### src/rtl/rpd_pkg.sv
// ----------------------------------------------------------------------------
// rpd_pkg
// Types and character constants shared by the remote serial protocol
// packet deframer modules.
// ----------------------------------------------------------------------------
package rpd_pkg;

    // framing characters
    localparam logic [7:0] CH_BREAK = 8'h03;
    localparam logic [7:0] CH_START = 8'h24;
    localparam logic [7:0] CH_END   = 8'h23;

    // acknowledge characters
    localparam logic [7:0] ACK_OK   = 8'h2B;
    localparam logic [7:0] ACK_BAD  = 8'h2D;
    localparam logic [7:0] ACK_NONE = 8'h00;

    // result kind codes
    typedef enum logic [2:0] {
        K_PAYLOAD  = 3'd0,
        K_OK       = 3'd1,
        K_BAD      = 3'd2,
        K_BREAK    = 3'd3,
        K_IGNORED  = 3'd4,
        K_OVERFLOW = 3'd5
    } t_kind;

    // deframer phase
    typedef enum logic [1:0] {
        PH_IDLE    = 2'd0,
        PH_PAYLOAD = 2'd1,
        PH_DIGIT1  = 2'd2,
        PH_DIGIT2  = 2'd3
    } t_phase;

    // classified byte, front to back
    typedef struct packed {
        logic [7:0] rx_byte;
        logic       is_break;
        logic       is_start;
        logic       is_end;
        logic       hex_ok;
        logic [3:0] nibble;
    } t_class;

    // queue depth between front and back
    localparam int QUEUE_DEPTH = 2;
    localparam int QPTR_W      = 1;
    localparam int QCNT_W      = 2;

endpackage

### src/rtl/rsp_packet_deframer_core.sv
// ----------------------------------------------------------------------------
// rsp_packet_deframer_core
// Receive-side deframer of a debugger remote serial link: reports breaks,
// ignored bytes, payload bytes, overflows and checked packet ends with ack character.
// ----------------------------------------------------------------------------
//  channel   direction  handshake          fields
//  rx        in         i_valid / o_stall  i_rx_byte
//  result    out        o_valid / i_stall  o_kind, o_data, o_ack_char,
//                                          o_payload_length
//
//  one byte per cycle sustained unless the result side stalls; results pass the queue and the output register
//  the phase machine in the back part holds the only per-byte loop
//  o_stall rises only when the two-entry queue is full
//  a stalled result waits in the output register while the queue fills
//  synchronous active-low reset returns to idle with an empty queue
// ----------------------------------------------------------------------------
module rsp_packet_deframer_core #(
    parameter int MAX_PACKET_BYTES = 4096
) (
    input  logic        i_clk,
    input  logic        i_rst_n,
    input  logic        i_valid,
    output logic        o_stall,
    input  logic [7:0]  i_rx_byte,
    output logic        o_valid,
    input  logic        i_stall,
    output logic [2:0]  o_kind,
    output logic [7:0]  o_data,
    output logic [7:0]  o_ack_char,
    output logic [11:0] o_payload_length
);
    import rpd_pkg::*;

    t_class w_class;
    t_class w_head;
    logic   w_full;
    logic   w_push;
    logic   w_pop;
    logic   w_head_valid;

    // byte classification
    rpd_front u_front (
        .i_rx_byte (i_rx_byte),
        .o_class   (w_class)
    );

    assign o_stall = w_full;
    assign w_push  = i_valid && !w_full;

    // decoupling queue
    rpd_queue u_queue (
        .i_clk       (i_clk),
        .i_rst_n     (i_rst_n),
        .i_push      (w_push),
        .i_push_data (w_class),
        .o_full      (w_full),
        .i_pop       (w_pop),
        .o_head      (w_head),
        .o_nonempty  (w_head_valid)
    );

    // packet phase machine and result register
    rpd_back #(
        .MAX_PACKET_BYTES (MAX_PACKET_BYTES)
    ) u_back (
        .i_clk            (i_clk),
        .i_rst_n          (i_rst_n),
        .i_head_valid     (w_head_valid),
        .i_head           (w_head),
        .o_pop            (w_pop),
        .o_valid          (o_valid),
        .i_stall          (i_stall),
        .o_kind           (o_kind),
        .o_data           (o_data),
        .o_ack_char       (o_ack_char),
        .o_payload_length (o_payload_length)
    );

    // ack character matches the result kind
    a_ack_kind: assert property (@(posedge i_clk) disable iff (!i_rst_n)
        o_valid |-> ((o_ack_char == ACK_OK) == (o_kind == K_OK)) &&
                    ((o_ack_char == ACK_BAD) == (o_kind == K_BAD)))
        else $error("ack character does not match result kind");

    // length is zero except on packet end
    a_len_zero: assert property (@(posedge i_clk) disable iff (!i_rst_n)
        (o_valid && (o_kind != K_OK) && (o_kind != K_BAD)) |-> (o_payload_length == 12'd0))
        else $error("payload length on a non packet-end result");

    // a pop only happens with a queued byte
    a_pop_nonempty: assert property (@(posedge i_clk) disable iff (!i_rst_n)
        w_pop |-> w_head_valid)
        else $error("pop from an empty queue");

endmodule

### src/rtl/rpd_front.sv
// ----------------------------------------------------------------------------
// rpd_front
// Classifies each received byte: framing characters and hex digit value.
// ----------------------------------------------------------------------------
module rpd_front (
    input  logic [7:0]     i_rx_byte,
    output rpd_pkg::t_class o_class
);
    import rpd_pkg::*;

    logic       w_dec;
    logic       w_lower;
    logic       w_upper;
    logic [3:0] w_nib;

    // hex digit decode, either case
    always_comb begin
        w_dec   = (i_rx_byte >= 8'h30) && (i_rx_byte <= 8'h39);
        w_lower = (i_rx_byte >= 8'h61) && (i_rx_byte <= 8'h66);
        w_upper = (i_rx_byte >= 8'h41) && (i_rx_byte <= 8'h46);
        if (w_dec) begin
            w_nib = i_rx_byte[3:0];
        end else if (w_lower || w_upper) begin
            w_nib = i_rx_byte[3:0] + 4'd9;
        end else begin
            w_nib = 4'd0;
        end
    end

    // classified byte
    always_comb begin
        o_class.rx_byte  = i_rx_byte;
        o_class.is_break = (i_rx_byte == CH_BREAK);
        o_class.is_start = (i_rx_byte == CH_START);
        o_class.is_end   = (i_rx_byte == CH_END);
        o_class.hex_ok   = w_dec || w_lower || w_upper;
        o_class.nibble   = w_nib;
    end

endmodule

### src/rtl/rpd_queue.sv
// ----------------------------------------------------------------------------
// rpd_queue
// Short first-in first-out queue of classified bytes between front and back.
// ----------------------------------------------------------------------------
module rpd_queue (
    input  logic            i_clk,
    input  logic            i_rst_n,
    input  logic            i_push,
    input  rpd_pkg::t_class i_push_data,
    output logic            o_full,
    input  logic            i_pop,
    output rpd_pkg::t_class o_head,
    output logic            o_nonempty
);
    import rpd_pkg::*;

    t_class              r_mem [QUEUE_DEPTH];
    logic [QPTR_W-1:0]   r_wr_ptr;
    logic [QPTR_W-1:0]   r_rd_ptr;
    logic [QCNT_W-1:0]   r_count;
    logic [QCNT_W-1:0]   n_count;

    // pointers and fill count
    always_comb begin
        n_count = r_count;
        if (i_push && !i_pop) begin
            n_count = r_count + 1'b1;
        end else if (!i_push && i_pop) begin
            n_count = r_count - 1'b1;
        end
    end

    always_ff @(posedge i_clk) begin
        if (!i_rst_n) begin
            r_wr_ptr <= '0;
            r_rd_ptr <= '0;
            r_count  <= '0;
        end else begin
            if (i_push) begin
                r_wr_ptr <= r_wr_ptr + 1'b1;
            end
            if (i_pop) begin
                r_rd_ptr <= r_rd_ptr + 1'b1;
            end
            r_count <= n_count;
        end
    end

    // entry storage
    always_ff @(posedge i_clk) begin
        if (i_push) begin
            r_mem[r_wr_ptr] <= i_push_data;
        end
    end

    assign o_head     = r_mem[r_rd_ptr];
    assign o_full     = (r_count == QCNT_W'(QUEUE_DEPTH));
    assign o_nonempty = (r_count != '0);

endmodule

### src/rtl/rpd_back.sv
// ----------------------------------------------------------------------------
// rpd_back
// Packet phase machine: running checksum, length count, checksum compare,
// and the result register on the output channel.
// ----------------------------------------------------------------------------
module rpd_back #(
    parameter int MAX_PACKET_BYTES = 4096
) (
    input  logic            i_clk,
    input  logic            i_rst_n,
    input  logic            i_head_valid,
    input  rpd_pkg::t_class i_head,
    output logic            o_pop,
    output logic            o_valid,
    input  logic            i_stall,
    output logic [2:0]      o_kind,
    output logic [7:0]      o_data,
    output logic [7:0]      o_ack_char,
    output logic [11:0]     o_payload_length
);
    import rpd_pkg::*;

    localparam int CNT_W = $clog2(MAX_PACKET_BYTES);
    localparam logic [CNT_W-1:0] LIMIT = CNT_W'(MAX_PACKET_BYTES - 4);

    t_phase             r_phase;
    t_phase             n_phase;
    logic [7:0]         r_sum;
    logic [7:0]         n_sum;
    logic [3:0]         r_high;
    logic [3:0]         n_high;
    logic               r_digit_bad;
    logic               n_digit_bad;
    logic [CNT_W-1:0]   r_count;
    logic [CNT_W-1:0]   n_count;

    logic               r_out_valid;
    t_kind              r_kind;
    logic [7:0]         r_data;
    logic [7:0]         r_ack;
    logic [11:0]        r_len;

    logic               w_emit;
    t_kind              w_kind;
    logic [7:0]         w_data;
    logic [7:0]         w_ack;
    logic [11:0]        w_len;
    logic [7:0]         w_rx_sum;
    logic               w_advance;
    logic [CNT_W+11:0]  w_len_ext;

    // received checksum from both digits
    assign w_rx_sum  = {r_high, (i_head.hex_ok ? i_head.nibble : 4'd0)};
    assign w_len_ext = {12'd0, r_count};

    // take the head when its result, if any, has a free slot
    assign w_advance = i_head_valid && (!w_emit || !r_out_valid || !i_stall);
    assign o_pop     = w_advance;

    // next state
    always_comb begin
        n_phase     = r_phase;
        n_sum       = r_sum;
        n_high      = r_high;
        n_digit_bad = r_digit_bad;
        n_count     = r_count;
        case (r_phase)
            PH_IDLE: begin
                if (!i_head.is_break && i_head.is_start) begin
                    n_phase = PH_PAYLOAD;
                    n_sum   = '0;
                    n_count = '0;
                end
            end
            PH_PAYLOAD: begin
                if (i_head.is_end) begin
                    n_phase = PH_DIGIT1;
                end else if (r_count >= LIMIT) begin
                    n_phase     = PH_IDLE;
                    n_sum       = '0;
                    n_high      = '0;
                    n_digit_bad = 1'b0;
                    n_count     = '0;
                end else begin
                    n_count = r_count + 1'b1;
                    n_sum   = r_sum + i_head.rx_byte;
                end
            end
            PH_DIGIT1: begin
                n_phase     = PH_DIGIT2;
                n_high      = i_head.hex_ok ? i_head.nibble : 4'd0;
                n_digit_bad = !i_head.hex_ok;
            end
            PH_DIGIT2: begin
                n_phase     = PH_IDLE;
                n_sum       = '0;
                n_high      = '0;
                n_digit_bad = 1'b0;
                n_count     = '0;
            end
            default: begin
                n_phase = PH_IDLE;
            end
        endcase
    end

    // result for the head byte
    always_comb begin
        w_emit = 1'b0;
        w_kind = K_PAYLOAD;
        w_data = i_head.rx_byte;
        w_ack  = ACK_NONE;
        w_len  = '0;
        case (r_phase)
            PH_IDLE: begin
                if (i_head.is_break) begin
                    w_emit = 1'b1;
                    w_kind = K_BREAK;
                end else if (!i_head.is_start) begin
                    w_emit = 1'b1;
                    w_kind = K_IGNORED;
                end
            end
            PH_PAYLOAD: begin
                if (!i_head.is_end) begin
                    w_emit = 1'b1;
                    w_kind = (r_count >= LIMIT) ? K_OVERFLOW : K_PAYLOAD;
                end
            end
            PH_DIGIT1: begin
                w_emit = 1'b0;
            end
            PH_DIGIT2: begin
                w_emit = 1'b1;
                w_data = w_rx_sum;
                w_len  = w_len_ext[11:0];
                if (r_digit_bad || !i_head.hex_ok || (w_rx_sum != r_sum)) begin
                    w_kind = K_BAD;
                    w_ack  = ACK_BAD;
                end else begin
                    w_kind = K_OK;
                    w_ack  = ACK_OK;
                end
            end
            default: begin
                w_emit = 1'b0;
            end
        endcase
    end

    // phase and packet state
    always_ff @(posedge i_clk) begin
        if (!i_rst_n) begin
            r_phase     <= PH_IDLE;
            r_sum       <= '0;
            r_high      <= '0;
            r_digit_bad <= 1'b0;
            r_count     <= '0;
        end else if (w_advance) begin
            r_phase     <= n_phase;
            r_sum       <= n_sum;
            r_high      <= n_high;
            r_digit_bad <= n_digit_bad;
            r_count     <= n_count;
        end
    end

    // output register valid
    always_ff @(posedge i_clk) begin
        if (!i_rst_n) begin
            r_out_valid <= 1'b0;
        end else if (w_advance && w_emit) begin
            r_out_valid <= 1'b1;
        end else if (!i_stall) begin
            r_out_valid <= 1'b0;
        end
    end

    // output register payload
    always_ff @(posedge i_clk) begin
        if (w_advance && w_emit) begin
            r_kind <= w_kind;
            r_data <= w_data;
            r_ack  <= w_ack;
            r_len  <= w_len;
        end
    end

    assign o_valid          = r_out_valid;
    assign o_kind           = r_kind;
    assign o_data           = r_data;
    assign o_ack_char       = r_ack;
    assign o_payload_length = r_len;

endmodule

### config.mk
export PLATFORM = sky130hd
export DESIGN_NAME = rsp_packet_deframer_core
export DESIGN_NICKNAME = d
export VERILOG_FILES = /design/src/rtl/rpd_pkg.sv /design/src/rtl/rsp_packet_deframer_core.sv /design/src/rtl/rpd_front.sv /design/src/rtl/rpd_queue.sv /design/src/rtl/rpd_back.sv
export SDC_FILE = /design/constraint.sdc
export NUM_CORES = 1
export LEC_CHECK = 0
export BUFFER_PORTS_ARGS = -buffer_cell sky130_fd_sc_hd__buf_2
export CAP_MARGIN = 0
export CORE_MARGIN = 1.5
export CORE_UTILIZATION = 25
export CTS_BUF_LIST = sky130_fd_sc_hd__clkbuf_4 sky130_fd_sc_hd__clkbuf_8
export CTS_CLUSTER_DIAMETER = 150
export DETAILED_ROUTE_END_ITERATION = 10
export GPL_TIMING_DRIVEN = 0
export PLACE_DENSITY_LB_ADDON = 0.15
export SLEW_MARGIN = 20
export SYNTH_ARGS = -nofsm -noshare
export SYNTH_HDL_FRONTEND = slang
export SYNTH_SLANG_ARGS = --single-unit
### constraint.sdc
create_clock -name i_clk -period 3.9 [get_ports i_clk]
set_input_delay 0.39 -clock i_clk [delete_from_list [all_inputs] [get_ports i_clk]]
set_output_delay 0.39 -clock i_clk [all_outputs]
set_load 0.02 [all_outputs]
==> metrics list, run 1 <==
* Post-placement setup slack: 0.591 ns
- EDFF count, synth: 58
- Data on the critical path arrives at its endpoint at 3.61 ns.
- Final count of pins violating max slew: 0
* Total area of sequential cells: 2400 µm²
- Finish-stage setup viols: 0
- Post-detailed-placement half-perimeter wirelength: 7120 µm
* Number of hold-slack violations in the final timing report: 0
- Setup slack closes at 0.590 ns.
- FF-to-FF path depth: 10
* Number of buffers created by CTS: 9
* Number of nets in the final layout: 468
- The netlist uses 51 different library cells.
- Antenna violation net count after detailed routing: 0
- The worst setup path is captured at a flip-flop.
- Die Area: 17800 µm²
- GRT Residual Overflow: 0
* Crit-path cells: buf_6 > clkbuf_1 > mux2_2 > ha_1 > a211oi_1 > o21ai_0 > o31ai_1 > xnor2_1 > or3_1 > a31oi_1
- After detailed routing, the number of remaining DRC violations is 0.
- Averaged over all synthesized cells, the footprint is 11.0 µm².
- Post_cts resized: 0
- ANT cells: 0
- Element type at the critical path start: flip-flop
- Across every metal layer, demand over resource in global routing totals 11.9%.
* Number of filler cells placed in the layout: 1779
- For this run, the number of Yosys warnings is 0.
* Routability-driven placement congestion ratio: 0.751
- At the pin with the least slew margin, the transition time is 0.901 ns.
- Proportion of register bits with asynchronous set or reset after synthesis: 0%
- No sink is reached through more buffers than the 2 on the longest clock path.
- Share of post-route cells with drive strength above 1: 19.0%
- Leakage power of the design: 0.00191 µW
* Number of vias after detailed routing: 2964
* Most common library cell in the layout ignoring fill and taps: edfxtp_1
- Maximum fanout along the worst path: 10
* Synthesis-stage register bit count: 91
* Cell depth of the worst setup path: 10
- Slew HR: 39.5%
- Detail-routed net length per standard cell: 14.9 µm
* Clock latency at the later pin of the worst-skew pair: 0.38 ns
- For this design, the CTS-stage hold fixing added 0 buffers.
* Number of rows in the core area: 47
* Vias in the first global route: 2902
* Starting utilization of the core area: 25.6%
- The H-tree was split into 3 levels.
- Setup repair after global routing left no endpoint under its margin.
- In this run the clock root is driven by a clkbuf_8.
- First-pass DRT Iterations: 4
- Type of the worst min-delay path: input port to flip-flop
- After synthesis, the largest area contributor takes up 41.1% of total cell area.
- Using the TritonRoute via totals, the vias-per-cell ratio works out to 4.44.
- Final core utilization: 29.8%
- Across all register-to-register paths, the minimum setup slack is 0.59 ns.
- Capturing point of the worst reg2reg path: u_back.r_sum[7]$_SDFFE_PN0P_
- Number of port buffers: 41
- Layout-stage area growth over the synthesis result: 16.5%
- Placeable Area: 16600 µm²
- After synthesis the cells add up to 4240 µm².
* Die Span Y: 133 µm
- The most used flip-flop cell after synthesis is edfxtp_1.
* Die width: 133 µm
- The initial antenna violation count came to 0.
- Library cell occupying the most area in the post-synthesis netlist: edfxtp_1
- Clock Skews: 0.0114 ns
- Highest Clock Rate: 0.302 GHz
* Area of combinational cells with multiple inputs: 1690 µm²
- Worst ir drop on vdd: 0.161 mV
* Buffer and inverter count on the worst path: 2
* Leading cell types by total area after synthesis: edfxtp_1 (41%), dfxtp_1 (16%), nor2_1 (4.2%)
- Data on the critical path is required at its endpoint by 4.20 ns.
- Final hold analysis gives a worst-case slack of 0.246 ns.
* Total power per unit cell area: 627 nW/µm²
* Crit path max-delay family: compound AO/OA/AOI/OAI gates
- The clock drives 91 sinks.
* Pin count of the biggest net entering global routing: 28
* TritonCTS clock tree: built
* Type of the worst setup path: flip-flop to flip-flop
- Wire length of the first global-routing pass: 16100 µm
- Initial DRC Count: 150
- Stage delay of the slowest cell on the critical path: 0.49 ns
- Among all stages on the critical path, the largest delay is contributed by clkbuf_1.
- Result of the run: completed
* Boundary pin count: 45
- Post-synthesis sequential area ratio: 56.6%
* Count of mapped cells out of synthesis: 387
- Critical path destination: u_back.r_sum[7]$_SDFFE_PN0P_
- Across the run, the number of max-cap violations was 0.
- Sum of negative setup slack: 0 ns
* Final Critical Period: 3.31 ns
* Final Routed Wirelength: 9960 µm
* Leading cell types in the layout, fill and taps excluded: edfxtp_1 (58), nor2_1 (47), buf_2 (46), dfxtp_1 (33), a21oi_1 (27)
- Tcrit/Tclk final: 84.9%
* Post-CTS clock slew at the launch and capture registers of the worst setup and hold paths: 0.09 ns
- Number of post-CTS setup repair buffers: 0
## worst register-to-register path, cell delays in order (launching register included)
cell and delay (ns):
dfxtp_1 0.33, buf_6 0.14, clkbuf_1 0.49, mux2_2 0.47, ha_1 0.33, a211oi_1 0.25
o21ai_0 0.20, o31ai_1 0.35, xnor2_1 0.13, or3_1 0.37, a31oi_1 0.17
## worst min path at each step
| stage | start | endpoint | cells past startpoint |
|---|---|---|---|
| detailed placement | u_back.r_digit_bad$_SDFFE_PN0P_ | u_back.r_digit_bad$_SDFFE_PN0P_ | 2 |
| CTS | i_rx_byte[5] | u_queue.r_mem[1][13]$_DFFE_PP_ | 1 |
| global route | i_rx_byte[6] | u_queue.r_mem[1][14]$_DFFE_PP_ | 1 |
| floorplan | u_back.r_digit_bad$_SDFFE_PN0P_ | u_back.r_digit_bad$_SDFFE_PN0P_ | 2 |
| finish | i_rx_byte[5] | u_queue.r_mem[1][13]$_DFFE_PP_ | 1 |
| global placement | u_back.r_digit_bad$_SDFFE_PN0P_ | u_back.r_digit_bad$_SDFFE_PN0P_ | 2 |
## logic make-up after synthesis
logic type	Yosys count	share of synthesized area (%)
other	1	0.0884
DFF	91	56.6
buffers and inverters	35	3.86
muxes	13	3.45
xor gates and xnor gates	17	3.51
adders and majority gates	14	4.31
AOI/OAI and AO/OA	85	12.8
and+or+nand+nor	131	15.3
## through the flow
stage	power [µW]	instances	instance area [µm²]
CTS	3150	667	4940
detailed placement	2490	651	4750
global route	3310	667	4940
floorplan	2120	389	4250
global placement	2460	650	4730
finish	3100	667	4940
## cell type report
type / instances / share of cell area [%]
Sequential cell: 91 / 48.6
Multi-Input combinational cell: 263 / 34.1
Tap cell: 220 / 5.57
Timing Repair Buffer: 42 / 4.45
Clock buffer: 10 / 2.66
Buffer: 22 / 2.33
Clock inverter: 6 / 1.32
Inverter: 13 / 0.987
## cells in the mapped netlist, types with 3 or more instances
cell type / instances
or3_1: 7
nand4_1: 3
xor2_1: 12
a31oi_1: 6
buf_2: 5
a22oi_1: 7
buf_4: 5
mux2_2: 9
and3_1: 13
o31ai_1: 3
a21oi_1: 27
a32oi_1: 3
nand2b_1: 5
inv_1: 13
clkbuf_1: 11
dfxtp_1: 33
nor4_1: 3
ha_1: 13
nor2b_1: 5
nand3b_1: 3
nand3_1: 9
edfxtp_1: 58
nor2_1: 48
mux2i_1: 3
xnor2_1: 5
o21ai_0: 21
o32ai_1: 3
nand2_1: 23
a21o_1: 3
## metal layers
| metal | track usage [%] | part of all wire, % |
|---|---|---|
| met5 | 0 | 0 |
| met4 | 5.68 | 1.9 |
| met3 | 2.59 | 3.5 |
| met2 | 17.1 | 44 |
| met1 | 16.9 | 51 |
## state kept, by name (all words and copies together) (netlist names), named ones only
register,count
u_back.r_phase,1
u_back.o_payload_length,12
u_back.o_valid,1
u_queue.r_count,2
u_back.r_count,12
u_queue.r_rd_ptr,1
u_back.r_digit_bad,1
u_back.r_sum,8
u_back.r_high,4
u_back.o_ack_char,3
u_back.o_kind,3
u_queue.r_mem,32
u_queue.r_wr_ptr,1
u_back.o_data,8
## power by group
group | switching, µW | total, µW | internal, µW
Clock | 352 | 657 | 305
Combinational | 729 | 1080 | 352
Sequential | 67.7 | 1360 | 1290
Total | 1150 | 3100 | 1950
Note: power is estimated with default switching activity, not from simulation.
==> inputs of run 2 (changes only) <==
- clock period: 3.9 -> 3.4 ns (I/O delays scaled with it)
==> run 2 against run 1 <==
Global-route usage stayed put. Highest routed layer unchanged. Critical path depth down 1. Wire length about the same. Sequential share of layout area about the same. Combinational power up 15%. First-iteration DRC count is 2.7% lower. Register-to-register slack worse by 0.02 ns. Setup slack lost 0.023 ns. Die area stayed put.
==> metrics list, run 2 (synthesis gave the netlist of run 1 again) <==
- Result of the run: completed
- First-pass DRT Iterations: 4
- In the global route stage, overall resource usage came out at 11.9%.
* Pin count of the biggest net entering global routing: 28
- Along the worst path, the maximum fanout reaches 18.
- The first global-routing pass estimated 16100 µm of wire.
- Number of nets in the final layout: 467
* Share of post-route cells with drive strength above 1: 19.1%
* Post-CTS clock slew at the launch and capture registers of the worst setup and hold paths: 0.09 ns
* Slowest stage cell, crit path: mux2_2
- Number of filler cells placed in the layout: 1776
- 45 I/O pins were placed.
- Post_cts resized: 0
* Setup repair after global routing missed its margin: false
- After floorplanning, the core was sized to cover 16600 µm².
- In this run the tool buffered the top-level ports with 41 buffer cells.
* Cell-internal power: 2240 µW
- The HPWL after detailed placement is 7120 µm.
- CTS built an H-tree with a depth of 3.
- The initial antenna violation count is 0.
- Finish-stage setup viols: 0
- More flip-flops sit in one register than any other, and that register is u_queue.r_mem.
- TritonCTS built the clock tree.
- Type of the worst setup path: flip-flop to flip-flop
- Number of flip-flops in the largest register: 32
- Initial DRC Count: 146
* Element type at the critical path start: flip-flop
- Die Span Y: 133 µm
- Final Routed Wirelength: 9950 µm
- Number of hold-slack violations in the final timing report: 0
- Starting utilization of the core area: 25.6%
- In the final timing run, aggregate negative setup slack is 0 ns.
- The number of antenna diodes in the final layout is 0.
- After global routing the overflow that remains totals 0.
- Measured against its own limit, the worst slew margin works out to 39.4%.
* Stage delay of the slowest cell on the critical path: 0.42 ns
* Hold Buf Count CTS: 0
- At the worst endpoint, the required time is 3.70 ns.
- Layout-stage area growth over the synthesis result: 16.5%
- Logic pwr share: 34.8%
* Highest Clock Rate: 0.353 GHz
- Share of power burned in the clock network: 21.2%
* Number of post-CTS setup repair buffers: 0
- Type of the worst min-delay path: input port to flip-flop
- Measured along the x axis, the die boundary spans 133 µm.
- The worst setup path is captured at a flip-flop.
- Data arrival time of the critical path: 3.13 ns
- Net switching is 37.1% of the power.
- After detailed routing, the number of remaining DRC violations is 0.
* Antenna violation net count after detailed routing: 0
- Clock skew on the completed layout was measured at 0.0114 ns.
* Die Area: 17800 µm²
* Clock latency at the later pin of the worst-skew pair: 0.38 ns
- The routed layout has 2963 vias.
* Vias in the first global route: 2902
* Average vias per placed instance: 4.45
- Final Critical Period: 2.83 ns
- Max-cap violations in this run came to 0.
- For this design the total switching power over the nets is 1320 µW.
- In the layout the commonest cells are edfxtp_1 (58), nor2_1 (47), buf_2 (46), dfxtp_1 (33), a21oi_1 (27).
* Total non-filler cell area in the finished layout: 4940 µm²
- CTS sink cnt: 91
- Relative contribution of sequential cells to total power: 43.9%
* Tcrit/Tclk final: 83.3%
* Leakage power of the design: 0.00191 µW
- Final count of pins violating max slew: 0
* Root buf cell: clkbuf_8
- Total power per unit cell area: 719 nW/µm²
- Most common library cell in the layout ignoring fill and taps: edfxtp_1
* Placed instance area: 4750 µm²
* Crit-path cells: buf_6 > mux2_2 > ha_1 > a211oi_1 > o21ai_0 > o31ai_1 > xnor2_1 > or3_1 > a31oi_1
* Routability-driven placement congestion ratio: 0.751
- Transition at the pin with the smallest max-transition slack: 0.902 ns
- In the final routed layout, each cell accounts on average for 14.9 µm.
- The initialized floorplan defines 47 standard-cell rows.
- Worst ir drop on vdd: 0.185 mV
* Number of buffers created by CTS: 9
- In this run the deepest clock path goes through 2 buffers.
[run 2: changes by cell type in the layout (fill, tap and decap cells not counted), sizes merged]
| cell | delta |
|---|---|
| clkbuf | -1 |
[run 2: layout make-up]
| class | count | area, µm² | share of cell area, % |
|---|---|---|---|
| Sequential cell | 91 | 2400 | 48.6 |
| Multi-Input combinational cell | 263 | 1690 | 34.1 |
| Tap cell | 220 | 275 | 5.57 |
| Timing Repair Buffer | 42 | 220 | 4.46 |
| Clock buffer | 10 | 131 | 2.66 |
| Buffer | 21 | 111 | 2.25 |
| Clock inverter | 6 | 65.1 | 1.32 |
| Inverter | 13 | 48.8 | 0.988 |
[run 2: worst paths after layout]
kind / slack [ns] / cells after the start / to / startpoint
setup reg to reg: 0.57 / 9 / u_back.r_sum[7]$_SDFFE_PN0P_ / flip-flop
hold / removal: 0.20 / 1 / u_queue.r_mem[1][14]$_DFFE_PP_ / i_rx_byte[6]
setup / recovery: 0.57 / 9 / u_back.r_sum[7]$_SDFFE_PN0P_ / flip-flop
hold reg to reg: 0.48 / 2 / u_back.r_digit_bad$_SDFFE_PN0P_ / u_back.r_digit_bad$_SDFFE_PN0P_
[run 2: worst max-delay path: cells and delay by family, from the launching register on]
kind                       cells  cell delay, ns
AOI/OAI and AO/OA              4            0.96
muxes                          1            0.42
and+or+nand+nor                1            0.36
DFF                            1            0.33
adders and majority gates      1            0.33
buffers and inverters          1            0.21
xor gates and xnor gates       1            0.13
[run 2: power groups by stage]
stage	Sequential [µW]	Combinational, µW	Clock [µW]
finish	1560	1240	754
detailed placement	1590	1260	0
floorplan	1780	658	0
global placement	1590	1240	0
global route	1590	1360	832
CTS	1570	1260	784
[run 2: metal layers]
layer / part of all wire (%) / GRT usage (%) / wire [µm]
met3: 3.6 / 2.59 / 356
met1: 52 / 16.9 / 5130
met5: 0 / 0 / 0
met2: 43 / 17.1 / 4270
met4: 1.9 / 5.68 / 190
[run 2: per-stage QoR]
stage          power [µW]  std cells  utilization, %  hold WS [ns]  setup WS (ns)
4_1_cts              3610        667            29.8         0.171         0.0431
3_5_place_dp         2850        651            28.6         0.475         0.0909
6_report             3550        666            29.8         0.197          0.567
3_3_place_gp         2830        650            28.5         0.466          0.128
2_1_floorplan        2440        389               -         0.439          0.654
5_1_grt              3790        666            29.8         0.182          0.325
==> inputs of run 3 (changes only) <==
- ABC_AREA: not set -> 1
- clock period: 3.4 -> 2.9 ns (I/O delays scaled with it)
==> run 3 against run 2 <==
Via count up 30%. Wire length up 17%. Utilization down 0.22 points. First-iteration DRC count up 41%. Critical path depth up 5. Non-clock buffer count unchanged. Die area up 13%. Sequential share of layout area down 5.3 points. Flip-flop and latch count unchanged. Combinational power up 58%. Clock skew down 0.0024 ns. Largest cell class unchanged.
==> metrics list, run 3 <==
- The die covers 20000 µm².
- During I/O placement, the number of pins put on the boundary was 45.
* Element type at the critical path start: flip-flop
* TritonCTS clock tree: built
- Sequential cells were found to cover 50.1% of the synthesized design area.
- Cells with a size suffix above 1 make up 16.8% of the layout.
- The number of antenna diodes in the final layout is 0.
- Clock tree synthesis found a total of 91 sinks.
* Most common library cell in the layout ignoring fill and taps: nand2_1
* Initial antenna violation count: 0
- At the end of routability-driven placement, the weighted congestion stood at 0.825.
* Most common cell in the synthesized netlist: nand2_1
- Counting flops with an async set or reset pin after synthesis yields a share of 0%.
- Most frequent cells after synthesis: nand2_1 (158), nor2_1 (77), inv_1 (69), edfxtp_1 (58), nand3_1 (34)
* Leakage power of the design: 0.00231 µW
- The flow ran to the end, and the final reports show no timing, DRC or antenna violations.
* Leading cell types by total area after synthesis: edfxtp_1 (36%), dfxtp_1 (14%), nand2_1 (12%)
- Count of mapped cells out of synthesis: 583
- Buffers added to address setup during post-CTS repair amount to 0.
- STA classifies the critical path endpoint as a flip-flop.
- In this run the power spent charging and discharging nets is 1910 µW.
* Clock latency at the later pin of the worst-skew pair: 0.38 ns
- At the worst endpoint, the required time is 3.14 ns.
* Type of the worst setup path: flip-flop to flip-flop
* Synthesis-stage register bit count: 91
- In this run the standard cell core region covers 18800 µm².
- Post-CTS clock slew at the launch and capture registers of the worst setup and hold paths: 0.09 ns
- Number of flip-flops in the largest register: 32
- Vias in the first global route: 3753
* Average vias per placed instance: 4.39
- The first routing iteration left 206 violations.
- Slew HR: 49.9%
- The floorplan has 50 rows.
- At the pin with the least slew margin, the transition time is 0.742 ns.
- Post-placement setup slack: 0.281 ns
- Hold Buf Count CTS: 0
* Die Span Y: 141 µm
- Detail-routed net length per standard cell: 13.2 µm
* Leading cell types in the layout, fill and taps excluded: nand2_1 (158), nor2_1 (75), inv_1 (68), edfxtp_1 (58), buf_2 (45)
- Detailed placement ended at an HPWL of 8810 µm.
- Sum of negative setup slack: 0 ns
- Entering global routing, the biggest net connects 27 pins.
- Max-cap violations in this run came to 0.
- Worst ir drop on vdd: 0.316 mV
- Post-detailed-route DRC marker count: 0
- Total power for the finished layout comes to 4770 µW.
- The final layout contains 665 nets.
- The first global-routing pass estimated 18900 µm of wire.
- Relative contribution of sequential cells to total power: 38.5%
- The die is 141 µm wide.
- Setup violations remaining at the end of the flow were counted as 0.
- CTS H-tree lvls: 3
- A synthesized cell averages 8.22 µm².
- EDFF count, synth: 58
* Data arrival time of the critical path: 2.71 ns
* GRT Residual Overflow: 0
* Library cell occupying the most area in the post-synthesis netlist: edfxtp_1
- The global routing stage identified its most utilized layer as met2.
* Maximum clock path buffer count: 2
- The share of total power dissipated in combinational logic is 41.2%.
- The most used flip-flop cell after synthesis is edfxtp_1.
* Antenna violation net count after detailed routing: 0
- In this run the biggest area consumer among cell types represents 36.4% of the synthesized area.
- First-pass DRT Iterations: 4
- The internal power of the cells totals 2860 µW.
- Dividing total power by cell area gives a power density of 859 nW/µm².
- Number of vias after detailed routing: 3855
- Timing would allow up to 0.406 GHz.
* Top reg by flops: u_queue.r_mem
* Met3 routing resource usage after global routing: 2.56%
- Mapped cell area: 4790 µm²
- Final count of pins violating max slew: 0
- Hold is met by 0.152 ns.
* Yosys cell types: 41
- Along the worst hold path, the cell count comes to 1.
- Subtracting the final worst setup slack from the clock period gives 2.46 ns.
* Met2 Track Usage GR: 20.6%
* Share of power burned in the clock network: 20.3%
- Dividing the final minimum period by the clock period gives 85.0%.
* FF-to-FF path depth: 14
- Number of port buffers: 41
- Yosys printed 0 warnings.
- Along the worst path, the maximum fanout reaches 10.
- Layout-stage area growth over the synthesis result: 15.8%
- Final standard cell count with taps included and fillers excluded: 878
- Setup repair after global routing missed its margin: false
- Gates resized during post-CTS repair numbered 0.
- In this run switching power makes up 40.1% of total power.
- The final-report hold violation count came to 0.
- Met1 usage: 15.1%
- Starting utilization of the core area: 25.5%
* Number of cells in the design after placement: 862
* Overall routing resource usage: 12.2%
- Clock Skews: 0.00894 ns
* Type of the worst min-delay path: input port to flip-flop
- Number of buffers created by CTS: 9
- The worst path meets setup with 0.436 ns of slack.
- Root buf cell: clkbuf_8
* Final Routed Wirelength: 11600 µm
-- run 3: logic make-up (layout without fill, tap and decap cells) --
group / after synthesis / after routing / synth area share (%)
fa+ha+maj: 14 / 14 / 3.81
flops: 91 / 91 / 50.1
xor+xnor: 7 / 7 / 1.28
buf+inv: 91 / 150 / 8.38
compound gates: 69 / 69 / 8.20
simple gates: 310 / 310 / 28.1
other cells: 1 / 3 / 0.0783
-- run 3: cell type report --
class                           count  area [µm²]
Fill cell                        2045       13200
Clock buffer                       11         145
Clock inverter                      5        76.3
Multi-Input combinational cell    403        2000
Inverter                           71         272
Timing Repair Buffer               43         231
Buffer                             20         130
Sequential cell                    91        2400
Tap cell                          234         293
-- run 3: worst paths after layout --
check	startpoint	endpoint	slack, ns
worst max register to register	flip-flop	u_back.r_sum[4]$_SDFFE_PN0P_	0.44
worst min register to register	u_queue.r_rd_ptr$_SDFFE_PN0N_	flip-flop	0.47
worst max-delay path	flip-flop	u_back.r_sum[4]$_SDFFE_PN0P_	0.44
worst min-delay path	i_rx_byte[7]	u_queue.r_mem[0][15]$_DFFE_PP_	0.15
-- run 3: worst max-delay path: stages, from the launching register on --
cell	delay, ns
dfxtp_1	0.34
buf_6	0.15
inv_6	0.06
buf_2	0.19
nand2_1	0.07
nand2_1	0.07
ha_1	0.26
fa_1	0.48
nand2_1	0.10
nand3_1	0.07
or2_2	0.27
nand3_1	0.08
nor2_1	0.05
nand2_1	0.08
a21oi_1	0.05
-- run 3: power groups by stage --
stage	Combinational (µW)	Clock (µW)	Sequential, µW
2_1_floorplan	1140	0	2110
3_3_place_gp	1960	0	1870
3_5_place_dp	1990	0	1880
4_1_cts	1990	1010	1850
5_1_grt	2180	1050	1870
6_report	1960	966	1840
-- run 3: metal layers --
metal,part of all wire (%),vias to the layer above
li1,-,1988
met1,46,1776
met2,48,74
met3,3.5,17
met4,2.5,0
met5,0,-
-- run 3: metrics by stage --
step	area, µm²	utilization, %
5_1_grt	5550	29.6
2_1_floorplan	4800	-
3_5_place_dp	5330	28.4
3_3_place_gp	5300	28.2
4_1_cts	5550	29.6
6_report	5550	29.6
